`src/design/rbpw_pkg.sv`:
```
`default_nettype none

package rbpw_pkg;

   // pool geometry
   localparam int FRAMES     = 64;
   localparam int FRAME_BITS = $clog2(FRAMES);
   localparam int USE_BITS   = $clog2(FRAMES + 1);
   localparam int COUNT_BITS = 8;

   // port field widths
   localparam int KIND_BITS   = 2;
   localparam int INDEX_BITS  = 6;
   localparam int PCT_BITS    = 7;
   localparam int STATUS_BITS = 2;
   localparam int FREE_BITS   = 7;
   localparam int CSR_IDX_BITS = 1;

   // command queue between front and back, depth a power of two
   localparam int CMD_Q_DEPTH     = 2;
   localparam int CMD_Q_PTR_BITS  = $clog2(CMD_Q_DEPTH);
   localparam int CMD_Q_FILL_BITS = $clog2(CMD_Q_DEPTH + 1);

   // percent thresholds: floor(FRAMES * pct / 100) by reciprocal multiply
   localparam int PCT_MAX      = (1 << PCT_BITS) - 1;
   localparam int PCT_DIV      = 100;
   localparam int THR_BITS     = $clog2(FRAMES * PCT_MAX / PCT_DIV + 1);
   localparam int SCALED_BITS  = PCT_BITS + FRAME_BITS + 1;
   localparam int RECIP_SHIFT  = 32;
   localparam longint unsigned RECIP =
      ((64'd1 << RECIP_SHIFT) + 64'd99) / 64'd100;
   localparam int RECIP_BITS   = 26;
   localparam int PROD_BITS    = SCALED_BITS + RECIP_BITS;
   localparam int LOW_PCT_RST  = 25;
   localparam int HIGH_PCT_RST = 75;
   localparam int THR_LOW_RST  = FRAMES * LOW_PCT_RST / PCT_DIV;
   localparam int THR_HIGH_RST = FRAMES * HIGH_PCT_RST / PCT_DIV;

   // register indexes
   localparam logic [CSR_IDX_BITS-1:0] CSR_LOW_PERCENT  = 1'd0;
   localparam logic [CSR_IDX_BITS-1:0] CSR_HIGH_PERCENT = 1'd1;

   // request kinds as they appear on the port
   localparam logic [KIND_BITS-1:0] KIND_TAKE    = 2'd0;
   localparam logic [KIND_BITS-1:0] KIND_RELEASE = 2'd1;
   localparam logic [KIND_BITS-1:0] KIND_ADDREF  = 2'd2;

   typedef enum logic [1:0] {
      OP_TAKE    = 2'd0,
      OP_RELEASE = 2'd1,
      OP_ADDREF  = 2'd2,
      OP_NONE    = 2'd3
   } op_type;

   typedef enum logic [STATUS_BITS-1:0] {
      ST_OK        = 2'd0,
      ST_REL_FREE  = 2'd1,
      ST_ADD_FREE  = 2'd2,
      ST_SATURATED = 2'd3
   } status_type;

   // one classified command waiting in the queue
   typedef struct packed {
      op_type                op;
      logic                  idx_ok;
      logic [FRAME_BITS-1:0] idx;
   } cmd_type;

   // head of the queue as seen by the back end
   typedef struct packed {
      logic    valid;
      cmd_type cmd;
   } cmd_head_type;

   typedef struct packed {
      logic [THR_BITS-1:0] low;
      logic [THR_BITS-1:0] high;
   } thr_type;

endpackage

`default_nettype wire

```
`src/design/rbpw_csr.sv`:
```
`default_nettype none

module rbpw_csr (
   input  wire                               clock,
   input  wire                               reset,
   input  wire                               csr_write_enable,
   input  wire [rbpw_pkg::CSR_IDX_BITS-1:0]  csr_index,
   input  wire [rbpw_pkg::PCT_BITS-1:0]      csr_write_data,
   output rbpw_pkg::thr_type                 thr
);
   import rbpw_pkg::*;

   logic [PCT_BITS-1:0]  low_pct_ff, low_pct_in;
   logic [PCT_BITS-1:0]  upper_pct_ff, upper_pct_in;
   logic [THR_BITS-1:0]  thr_low_ff, thr_low_in;
   logic [THR_BITS-1:0]  thr_high_ff, thr_high_in;
   logic [SCALED_BITS-1:0] low_scaled, high_scaled;
   logic [PROD_BITS-1:0]   low_prod, high_prod;

   // register writes
   always_comb begin
      low_pct_in   = low_pct_ff;
      upper_pct_in = upper_pct_ff;
      if (csr_write_enable) begin
         unique case (csr_index)
            CSR_LOW_PERCENT:  low_pct_in   = csr_write_data;
            CSR_HIGH_PERCENT: upper_pct_in = csr_write_data;
            default: ;
         endcase
      end
   end

   // percent to frame count, divide by 100 through a reciprocal
   always_comb begin
      low_scaled  = SCALED_BITS'(low_pct_ff) * SCALED_BITS'(FRAMES);
      high_scaled = SCALED_BITS'(upper_pct_ff) * SCALED_BITS'(FRAMES);
      low_prod    = PROD_BITS'(low_scaled) * PROD_BITS'(RECIP);
      high_prod   = PROD_BITS'(high_scaled) * PROD_BITS'(RECIP);
      thr_low_in  = THR_BITS'(low_prod >> RECIP_SHIFT);
      thr_high_in = THR_BITS'(high_prod >> RECIP_SHIFT);
   end

   always_ff @(posedge clock) begin
      if (reset) begin
         low_pct_ff   <= PCT_BITS'(LOW_PCT_RST);
         upper_pct_ff <= PCT_BITS'(HIGH_PCT_RST);
         thr_low_ff   <= THR_BITS'(THR_LOW_RST);
         thr_high_ff  <= THR_BITS'(THR_HIGH_RST);
      end else begin
         low_pct_ff   <= low_pct_in;
         upper_pct_ff <= upper_pct_in;
         thr_low_ff   <= thr_low_in;
         thr_high_ff  <= thr_high_in;
      end
   end

   assign thr.low  = thr_low_ff;
   assign thr.high = thr_high_ff;

endmodule

`default_nettype wire

```
`src/design/rbpw_front.sv`:
```
`default_nettype none

module rbpw_front (
   input  wire                              clock,
   input  wire                              reset,
   input  wire                              start,
   output logic                             busy,
   input  wire [rbpw_pkg::KIND_BITS-1:0]    req_kind,
   input  wire [rbpw_pkg::INDEX_BITS-1:0]   req_frame_index,
   output rbpw_pkg::cmd_head_type           head,
   input  wire                              pop
);
   import rbpw_pkg::*;

   cmd_type                     q_ff [CMD_Q_DEPTH];
   logic [CMD_Q_PTR_BITS-1:0]   wr_ptr_ff, wr_ptr_in;
   logic [CMD_Q_PTR_BITS-1:0]   rd_ptr_ff, rd_ptr_in;
   logic [CMD_Q_FILL_BITS-1:0]  fill_ff, fill_in;
   logic                        push;
   cmd_type                     cmd_new;

   // classify the incoming request
   always_comb begin
      unique case (req_kind)
         KIND_TAKE:    cmd_new.op = OP_TAKE;
         KIND_RELEASE: cmd_new.op = OP_RELEASE;
         KIND_ADDREF:  cmd_new.op = OP_ADDREF;
         default:      cmd_new.op = OP_NONE;
      endcase
      cmd_new.idx_ok = (32'(req_frame_index) < 32'(FRAMES));
      cmd_new.idx    = FRAME_BITS'(req_frame_index);
   end

   assign busy = (fill_ff == CMD_Q_FILL_BITS'(CMD_Q_DEPTH));
   assign push = start && !busy;

   // queue pointers
   always_comb begin
      wr_ptr_in = push ? wr_ptr_ff + CMD_Q_PTR_BITS'(1) : wr_ptr_ff;
      rd_ptr_in = pop ? rd_ptr_ff + CMD_Q_PTR_BITS'(1) : rd_ptr_ff;
      fill_in   = fill_ff + CMD_Q_FILL_BITS'(push) - CMD_Q_FILL_BITS'(pop);
   end

   always_ff @(posedge clock) begin
      if (reset) begin
         wr_ptr_ff <= '0;
         rd_ptr_ff <= '0;
         fill_ff   <= '0;
      end else begin
         wr_ptr_ff <= wr_ptr_in;
         rd_ptr_ff <= rd_ptr_in;
         fill_ff   <= fill_in;
      end
   end

   // queue storage
   always_ff @(posedge clock) begin
      if (push) begin
         q_ff[wr_ptr_ff] <= cmd_new;
      end
   end

   assign head.valid = (fill_ff != '0);
   assign head.cmd   = q_ff[rd_ptr_ff];

endmodule

`default_nettype wire

```
`src/design/rbpw_back.sv`:
```
`default_nettype none

module rbpw_back (
   input  wire                              clock,
   input  wire                              reset,
   input  wire rbpw_pkg::cmd_head_type      head,
   output logic                             pop,
   input  wire rbpw_pkg::thr_type           thr,
   output logic                             rsp_valid,
   output logic [rbpw_pkg::INDEX_BITS-1:0]  rsp_granted_index,
   output logic                             rsp_granted,
   output logic                             rsp_returned,
   output logic [rbpw_pkg::STATUS_BITS-1:0] rsp_status,
   output logic                             rsp_low_notice,
   output logic                             rsp_normal_notice,
   output logic [rbpw_pkg::FREE_BITS-1:0]   rsp_free_count
);
   import rbpw_pkg::*;

   localparam logic [COUNT_BITS-1:0] COUNT_MAX = '1;
   localparam int CMP_BITS = (USE_BITS > THR_BITS) ? USE_BITS : THR_BITS;

   typedef enum logic [1:0] {
      S_FETCH = 2'b01,
      S_EXEC  = 2'b10
   } state_type;

   state_type state_ff, state_in;

   // link and count memories, plus valid bits standing for the reset image
   logic [FRAME_BITS-1:0] link_mem  [FRAMES];
   logic [COUNT_BITS-1:0] count_mem [FRAMES];
   logic [FRAMES-1:0]     link_vld_ff, link_vld_in;
   logic [FRAMES-1:0]     count_vld_ff, count_vld_in;
   logic [FRAME_BITS-1:0] link_rd_ff;
   logic [COUNT_BITS-1:0] count_rd_ff;

   // pool state
   logic [FRAME_BITS-1:0] head_ff, head_in;
   logic [USE_BITS-1:0]   use_ff, use_in;
   logic                  low_ff, low_in;

   // command being executed
   op_type                op_ff;
   logic                  idx_ok_ff;
   logic [FRAME_BITS-1:0] addr_ff;
   logic [FRAME_BITS-1:0] rd_addr;

   // write strobes
   logic                  count_we, link_we;
   logic [COUNT_BITS-1:0] count_wdata;

   // values seen in the execute cycle
   logic [COUNT_BITS-1:0] count_cur;
   logic [FRAME_BITS-1:0] link_cur;
   logic [USE_BITS-1:0]   free_after;

   // result registers
   logic                  rsp_valid_ff, rsp_valid_in;
   logic [INDEX_BITS-1:0] gidx_ff, gidx_in;
   logic                  granted_ff, granted_in;
   logic                  returned_ff, returned_in;
   status_type            status_ff, status_in;
   logic                  low_n_ff, low_n_in;
   logic                  norm_n_ff, norm_n_in;
   logic [FREE_BITS-1:0]  free_ff, free_in;

   // sequencer: fetch reads the entry, execute updates it
   always_comb begin
      state_in = state_ff;
      pop      = 1'b0;
      unique case (state_ff)
         S_FETCH: begin
            if (head.valid) begin
               pop      = 1'b1;
               state_in = S_EXEC;
            end
         end
         S_EXEC: state_in = S_FETCH;
         default: state_in = S_FETCH;
      endcase
   end

   assign rd_addr = (head.cmd.op == OP_TAKE) ? head_ff : head.cmd.idx;

   always_ff @(posedge clock) begin
      if (reset) begin
         state_ff <= S_FETCH;
      end else begin
         state_ff <= state_in;
      end
   end

   // latch the command and read both memories at one address
   always_ff @(posedge clock) begin
      if (pop) begin
         op_ff       <= head.cmd.op;
         idx_ok_ff   <= head.cmd.idx_ok;
         addr_ff     <= rd_addr;
         link_rd_ff  <= link_mem[rd_addr];
         count_rd_ff <= count_mem[rd_addr];
      end
   end

   // entries never written read as their reset values
   always_comb begin
      count_cur = count_vld_ff[addr_ff] ? count_rd_ff : '0;
      if (link_vld_ff[addr_ff]) begin
         link_cur = link_rd_ff;
      end else if (addr_ff == '0) begin
         link_cur = '0;
      end else begin
         link_cur = addr_ff - FRAME_BITS'(1);
      end
   end

   // execute one command
   always_comb begin
      head_in     = head_ff;
      use_in      = use_ff;
      low_in      = low_ff;
      count_we    = 1'b0;
      count_wdata = count_cur;
      link_we     = 1'b0;
      gidx_in     = '0;
      granted_in  = 1'b0;
      returned_in = 1'b0;
      status_in   = ST_OK;
      low_n_in    = 1'b0;
      norm_n_in   = 1'b0;
      free_after  = USE_BITS'(FRAMES) - use_ff;

      if (state_ff == S_EXEC) begin
         unique case (op_ff)
            OP_TAKE: begin
               if (use_ff < USE_BITS'(FRAMES)) begin
                  head_in     = link_cur;
                  use_in      = use_ff + USE_BITS'(1);
                  count_we    = 1'b1;
                  count_wdata = COUNT_BITS'(1);
                  gidx_in     = INDEX_BITS'(addr_ff);
                  granted_in  = 1'b1;
                  free_after  = USE_BITS'(FRAMES) - use_in;
                  if (!low_ff &&
                      CMP_BITS'(free_after) <= CMP_BITS'(thr.low)) begin
                     low_in   = 1'b1;
                     low_n_in = 1'b1;
                  end
               end
            end
            OP_RELEASE: begin
               if (!idx_ok_ff || count_cur == '0) begin
                  status_in = ST_REL_FREE;
               end else begin
                  count_we    = 1'b1;
                  count_wdata = count_cur - COUNT_BITS'(1);
                  if (count_cur == COUNT_BITS'(1)) begin
                     link_we     = 1'b1;
                     head_in     = addr_ff;
                     if (use_ff != '0) begin
                        use_in = use_ff - USE_BITS'(1);
                     end
                     returned_in = 1'b1;
                     free_after  = USE_BITS'(FRAMES) - use_in;
                     if (low_ff &&
                         CMP_BITS'(free_after) >= CMP_BITS'(thr.high)) begin
                        low_in    = 1'b0;
                        norm_n_in = 1'b1;
                     end
                  end
               end
            end
            OP_ADDREF: begin
               if (!idx_ok_ff || count_cur == '0) begin
                  status_in = ST_ADD_FREE;
               end else if (count_cur == COUNT_MAX) begin
                  status_in = ST_SATURATED;
               end else begin
                  count_we    = 1'b1;
                  count_wdata = count_cur + COUNT_BITS'(1);
               end
            end
            default: ;
         endcase
      end

      rsp_valid_in = (state_ff == S_EXEC);
      free_in      = FREE_BITS'(free_after);
   end

   // valid bits follow the memory writes
   always_comb begin
      count_vld_in = count_vld_ff;
      link_vld_in  = link_vld_ff;
      if (count_we) begin
         count_vld_in[addr_ff] = 1'b1;
      end
      if (link_we) begin
         link_vld_in[addr_ff] = 1'b1;
      end
   end

   // memory writes
   always_ff @(posedge clock) begin
      if (count_we) begin
         count_mem[addr_ff] <= count_wdata;
      end
      if (link_we) begin
         link_mem[addr_ff] <= head_ff;
      end
   end

   // control state
   always_ff @(posedge clock) begin
      if (reset) begin
         head_ff      <= FRAME_BITS'(FRAMES - 1);
         use_ff       <= '0;
         low_ff       <= 1'b0;
         count_vld_ff <= '0;
         link_vld_ff  <= '0;
         rsp_valid_ff <= 1'b0;
      end else begin
         head_ff      <= head_in;
         use_ff       <= use_in;
         low_ff       <= low_in;
         count_vld_ff <= count_vld_in;
         link_vld_ff  <= link_vld_in;
         rsp_valid_ff <= rsp_valid_in;
      end
   end

   // result payload
   always_ff @(posedge clock) begin
      gidx_ff     <= gidx_in;
      granted_ff  <= granted_in;
      returned_ff <= returned_in;
      status_ff   <= status_in;
      low_n_ff    <= low_n_in;
      norm_n_ff   <= norm_n_in;
      free_ff     <= free_in;
   end

   assign rsp_valid         = rsp_valid_ff;
   assign rsp_granted_index = gidx_ff;
   assign rsp_granted       = granted_ff;
   assign rsp_returned      = returned_ff;
   assign rsp_status        = status_ff;
   assign rsp_low_notice    = low_n_ff;
   assign rsp_normal_notice = norm_n_ff;
   assign rsp_free_count    = free_ff;

`ifndef SYNTHESIS
   a_rsp_spacing: assert property (@(posedge clock) disable iff (reset)
      rsp_valid |=> !rsp_valid)
      else $error("results closer than two cycles");

   a_exec_after_pop: assert property (@(posedge clock) disable iff (reset)
      pop |=> (state_ff == S_EXEC) && rsp_valid_in)
      else $error("popped command not executed");

   a_use_bound: assert property (@(posedge clock) disable iff (reset)
      use_ff <= USE_BITS'(FRAMES))
      else $error("in-use count above pool size");

   a_grant_clean: assert property (@(posedge clock) disable iff (reset)
      rsp_valid && rsp_granted |-> (rsp_status == ST_OK) && !rsp_returned
      && !rsp_normal_notice)
      else $error("grant mixed with release flags");

   a_notice_matches_state: assert property (@(posedge clock) disable iff (reset)
      rsp_valid && rsp_low_notice |-> low_ff && !rsp_normal_notice)
      else $error("low notice without low state");
`endif

endmodule

`default_nettype wire

```
`src/design/refcounted_block_pool_watermark.sv`:
```
`default_nettype none

// Reference-counted pool of 64 fixed buffers with a LIFO free list and
// low/high watermark notices.
// Command channel: a command (req_kind, req_frame_index) transfers at a
// rising edge where start is high and busy is low. Kinds: take, release,
// add reference; the fourth code does nothing but still gets a result.
// Result channel: every command gives exactly one result, shown for one
// cycle with rsp_valid high; the receiver cannot stall it.
// Path: with no queue backlog a command passes from the queue entry
// through the fetch latch and the result registers to the ports.
// Issue: the executor takes a new command only after it has executed
// the last one, alternating fetch and execute for the read-modify-write of
// the link and count memories. A two-entry command queue sits ahead of
// the executor, so busy rises only when two commands are waiting.
// Configuration: csr_write_enable with csr_index 0 (low percent) or 1
// (high percent) stores 7-bit data at that edge; the thresholds are
// registered from it in the cycle after. Write only while the pool is idle.
// Reset: synchronous, active high; the free list is full, all counts are
// zero, the state is normal, percents are 25 and 75. No clearing pass.

module refcounted_block_pool_watermark (
   input  wire                              clock,
   input  wire                              reset,
   input  wire                              start,
   output logic                             busy,
   input  wire [rbpw_pkg::KIND_BITS-1:0]    req_kind,
   input  wire [rbpw_pkg::INDEX_BITS-1:0]   req_frame_index,
   output logic                             rsp_valid,
   output logic [rbpw_pkg::INDEX_BITS-1:0]  rsp_granted_index,
   output logic                             rsp_granted,
   output logic                             rsp_returned,
   output logic [rbpw_pkg::STATUS_BITS-1:0] rsp_status,
   output logic                             rsp_low_notice,
   output logic                             rsp_normal_notice,
   output logic [rbpw_pkg::FREE_BITS-1:0]   rsp_free_count,
   input  wire                              csr_write_enable,
   input  wire [rbpw_pkg::CSR_IDX_BITS-1:0] csr_index,
   input  wire [rbpw_pkg::PCT_BITS-1:0]     csr_write_data
);
   import rbpw_pkg::*;

   cmd_head_type cmd_head;
   logic         cmd_pop;
   thr_type      thr;

   // watermark registers and thresholds
   rbpw_csr u_csr (
      .clock            (clock),
      .reset            (reset),
      .csr_write_enable (csr_write_enable),
      .csr_index        (csr_index),
      .csr_write_data   (csr_write_data),
      .thr              (thr)
   );

   // command intake and queue
   rbpw_front u_front (
      .clock           (clock),
      .reset           (reset),
      .start           (start),
      .busy            (busy),
      .req_kind        (req_kind),
      .req_frame_index (req_frame_index),
      .head            (cmd_head),
      .pop             (cmd_pop)
   );

   // pool executor
   rbpw_back u_back (
      .clock             (clock),
      .reset             (reset),
      .head              (cmd_head),
      .pop               (cmd_pop),
      .thr               (thr),
      .rsp_valid         (rsp_valid),
      .rsp_granted_index (rsp_granted_index),
      .rsp_granted       (rsp_granted),
      .rsp_returned      (rsp_returned),
      .rsp_status        (rsp_status),
      .rsp_low_notice    (rsp_low_notice),
      .rsp_normal_notice (rsp_normal_notice),
      .rsp_free_count    (rsp_free_count)
   );

endmodule

`default_nettype wire

```
`config.mk`:
```
export PLATFORM = sky130hd
export DESIGN_NAME = refcounted_block_pool_watermark
export DESIGN_NICKNAME = d
export VERILOG_FILES = /design/src/design/rbpw_pkg.sv /design/src/design/rbpw_csr.sv /design/src/design/rbpw_front.sv /design/src/design/rbpw_back.sv /design/src/design/refcounted_block_pool_watermark.sv
export SDC_FILE = /design/constraint.sdc
export NUM_CORES = 2
export LEC_CHECK = 0
export ABC_AREA = 0
export BUFFER_PORTS_ARGS = -buffer_cell sky130_fd_sc_hd__buf_4
export CORE_UTILIZATION = 60
export DETAILED_ROUTE_END_ITERATION = 10
export HOLD_SLACK_MARGIN = 0.03
export PLACE_DENSITY = 0.83
export SKIP_CTS_REPAIR_TIMING = 1
export SLEW_MARGIN = 25
export SYNTH_ARGS = -nofsm -noshare
export SYNTH_HDL_FRONTEND = slang
export SYNTH_SLANG_ARGS = --single-unit
```
`constraint.sdc`:
```
create_clock -name clock -period 9.5 [get_ports clock]
set_input_delay 0.95 -clock clock [delete_from_list [all_inputs] [get_ports clock]]
set_output_delay 0.95 -clock clock [all_outputs]
set_load 0.005 [all_outputs]
```
==> impl_metrics.toml <==
[yosys]
yosys_most_used_dff = "edfxtp_1"
synth-adder-area-share = 0.06631
synth-edff-count = 934
synth-xor-area-share = 0.004957
ys_ff_latch = 1131
synthArstFlopShare = 0
syn_inst = 3210
synth_compound_area_frac = 0.06707
syn_area_sq_um = 49480
ys_top_cells_by_area = "edfxtp_1 57%, mux4_2 11%, dfxtp_1 8.0%, ha_1 4.5%, mux2i_1 2.4%"
synthMuxAreaShare = 0.1345
yosys.cell_types.count = 79
synth_nets = 3461
synth-simple-area-share = 0.04802
synth_top_family_by_area = "multiplexers"
synth-seq-area-share = 0.6466
synth_top_area_share = 0.5669
yosysWarnings = 0
synth_top_area_cell = "edfxtp_1"
syn_area_per_cell_sq_um = 15.41

[clocking]
clock_path_buffers = 3
clock_latency_ps = 690
root_buffer = "clkbuf_16"
cts_buffers = 104
clock-sinks = 1131
clk_pin_slew_ps = 70
cts_tree = "yes"
h-tree-depth = 3

[run_status]
status = "finished clean"

[final_layout]
instances_no_fill = 4377
fin_nets = 3476
drive_gt1_frac = 0.1667
n_fill_cell = 5162
synthToLayoutAreaGrowth_pct = 10.08
n_antenna_cell = 0

[grt]
antenna_found_initial = 1
grt_use_met3 = 0.05189
grt_start_max_net_pins = 153
met2_usage = 0.4760
grt_pass1_wl_um = 182400
track_usage = 0.2958
grt_busiest_layer = "met2"
grt_pass1_vias = 29120
overflow = 0
use_met1 = 0.4058

[die]
die_x_um = 289.2
die_area_sq_um = 83610
die_y_um = 289.2
ios = 41
start_util = 0.6103
coreArea_sq_um = 81070
rows = 104

[worst_setup_path]
cp_data_arrival_time_ps = 7290
required_ps = 9810
crit_path_end_kind = "flip-flop"
startpoint_type = "flip-flop"
criticalPathCategory = "reg2reg"
crit_fanout = 29

[route]
post-route-drc-count = 0
postRouteAntennaNets = 0
wl_per_cell_um = 27.89
viasPerCell = 6.716
dr.pass1.iters = 6
via_count = 29400
drt_wl_total_um = 122100
dr.first_iter.drc_count = 3991

[power]
p_per_area_nw_per_um2 = 263.4
p_leak_nw = 18.98
ir_drop_uv = 278.0

[sta]
fin_skew_ps = 21.27
worst_pin_slew_ps = 1055
fin_tns_setup_ps = 0
grt_setup_unrepaired = "no"
finalHoldViolations = 0
setup_viol = 0
period_share = 0.7348
slew_viol_final = 0
min_period_ps = 6981
fmax_mhz = 143.3
max-slew-margin-rel = 0.2940

[placed_design]
place_inst = 4178
numPortBuffers = 40
dp_hpwl_um = 73650
place_congestion = 0.9634

[worst_hold_path]
hp-class = "in2reg"

[run]
maxCapViolations = 0
power breakdown:
part / leakage, nW / switching (mW) / internal (mW) / total, mW
Sequential: 10.2 / 0.119 / 5.79 / 5.91
Combinational: 7.00 / 2.61 / 1.43 / 4.04
Clock: 1.73 / 1.89 / 2.52 / 4.40
critical path, cell delays in order, from the launching register on:
cell	delay (ps)
edfxtp_1	790
buf_4	460
inv_1	460
a221o_1	480
o2bb2ai_1	150
a222oi_1	390
nand4_1	580
nand2_1	480
inv_1	90
ha_1	290
nand2_1	90
nor2_1	70
nand3_1	240
nor2_1	70
o21ai_0	170
a21oi_1	100
o22ai_4	480
nand2_2	410
nor2_1	780
worst paths after layout:
kind / slack (ps) / endpoint / cells after the start / start
max: 2520 / u_back.count_mem[45][7] / 18 / u_back.addr_ff[1]
min reg2reg: 470 / u_back.link_vld_ff[7] / 2 / u_back.link_vld_ff[7]
min: 460 / u_front.q_ff[0][4] / 1 / req_frame_index[4]
max reg2reg: 2520 / u_back.count_mem[45][7] / 18 / u_back.addr_ff[1]
placed cells by master (no fill, tap or decap), drive strengths merged, types with 16 or more instances in the layout:
cell type | Yosys | routed
edfxtp | 934 | 934
clkinv | 2 | 37
buf | 82 | 77
o21ai | 111 | 111
fa | 52 | 52
nor3 | 38 | 38
dfxtp | 197 | 197
a21oi | 127 | 127
inv | 222 | 229
ha | 179 | 179
nor2 | 278 | 278
xnor2 | 16 | 16
a22oi | 69 | 69
mux4 | 232 | 232
nand3 | 27 | 27
mux2 | 21 | 21
clkbuf | 86 | 128
o22ai | 74 | 74
mux2i | 119 | 119
nand2 | 106 | 106
nand2b | 16 | 16
logic make-up after synthesis:
| family | Yosys count |
|---|---|
| AOI/OAI and AO/OA | 517 |
| buffers and inverters | 392 |
| adders and majority gates | 231 |
| and+or+nand+nor | 539 |
| xor gates and xnor gates | 28 |
| DFF | 1131 |
| muxes | 372 |
cells in the mapped netlist, types with 10 or more instances:
| cell type | number |
|---|---|
| nor2_1 | 278 |
| edfxtp_1 | 934 |
| nor2b_1 | 15 |
| a221oi_1 | 12 |
| ha_1 | 179 |
| a22oi_1 | 69 |
| a21o_1 | 15 |
| and2_1 | 12 |
| nor3_1 | 37 |
| clkbuf_1 | 86 |
| mux2i_1 | 119 |
| buf_2 | 65 |
| dfxtp_1 | 197 |
| mux4_2 | 232 |
| nand3_1 | 27 |
| a31oi_1 | 14 |
| and3_1 | 10 |
| o21ai_0 | 108 |
| nand4_1 | 10 |
| inv_1 | 222 |
| a21oi_1 | 126 |
| nand2_1 | 98 |
| o211ai_1 | 11 |
| nand2b_1 | 16 |
| xor2_1 | 12 |
| fa_1 | 52 |
| o22ai_1 | 73 |
| xnor2_1 | 16 |
| mux2_2 | 18 |
routing by layer:
layer,wire (um),vias up
met5,0,-
met4,4713,0
met3,12390,313
met2,58800,2030
met1,46170,14700
li1,-,12350
final cells by class:
class / count / area (sq um) / share of cell area
clock inverter: 70 / 820.8 / 0.01507
tap: 1060 / 1326 / 0.02435
clock buffer: 128 / 2786 / 0.05116
sequential: 1131 / 32000 / 0.5875
inverter: 224 / 840.8 / 0.01544
multi-input combinational: 1687 / 16060 / 0.2948
timing repair buffer: 77 / 634.4 / 0.01165
sequential cells by signal, indices dropped and copies added, names as in the netlist, 6 cells and up, named ones only:
name                      count
u_back.count_mem            512
u_back.link_mem             384
u_back.count_vld_ff          64
u_back.link_vld_ff           64
u_front.q_ff                 16
u_back.count_rd_ff            8
u_back.rsp_free_count         7
u_back.use_ff                 7
u_csr.low_pct_ff              7
u_csr.thr_high_ff             7
u_csr.thr_low_ff              7
u_csr.upper_pct_ff            7
u_back.addr_ff                6
u_back.head_ff                6
u_back.link_rd_ff             6
u_back.rsp_granted_index      6
stage by stage:
step                total power [mW]  instance area, sq um  setup slack, ps    util  hold WS (ps)
floorplan                      8.632                 49480             2076       -         428.5
global placement               9.798                 50790             3060  0.6266         442.6
detailed placement             9.933                 50810             2738  0.6267         455.0
CTS                            14.30                 54420             2710  0.6712         428.8
global route                   14.79                 54460             2153  0.6718         436.1
finish                         14.35                 54460             2519  0.6718         456.8
(Power assumes the default switching activity.)
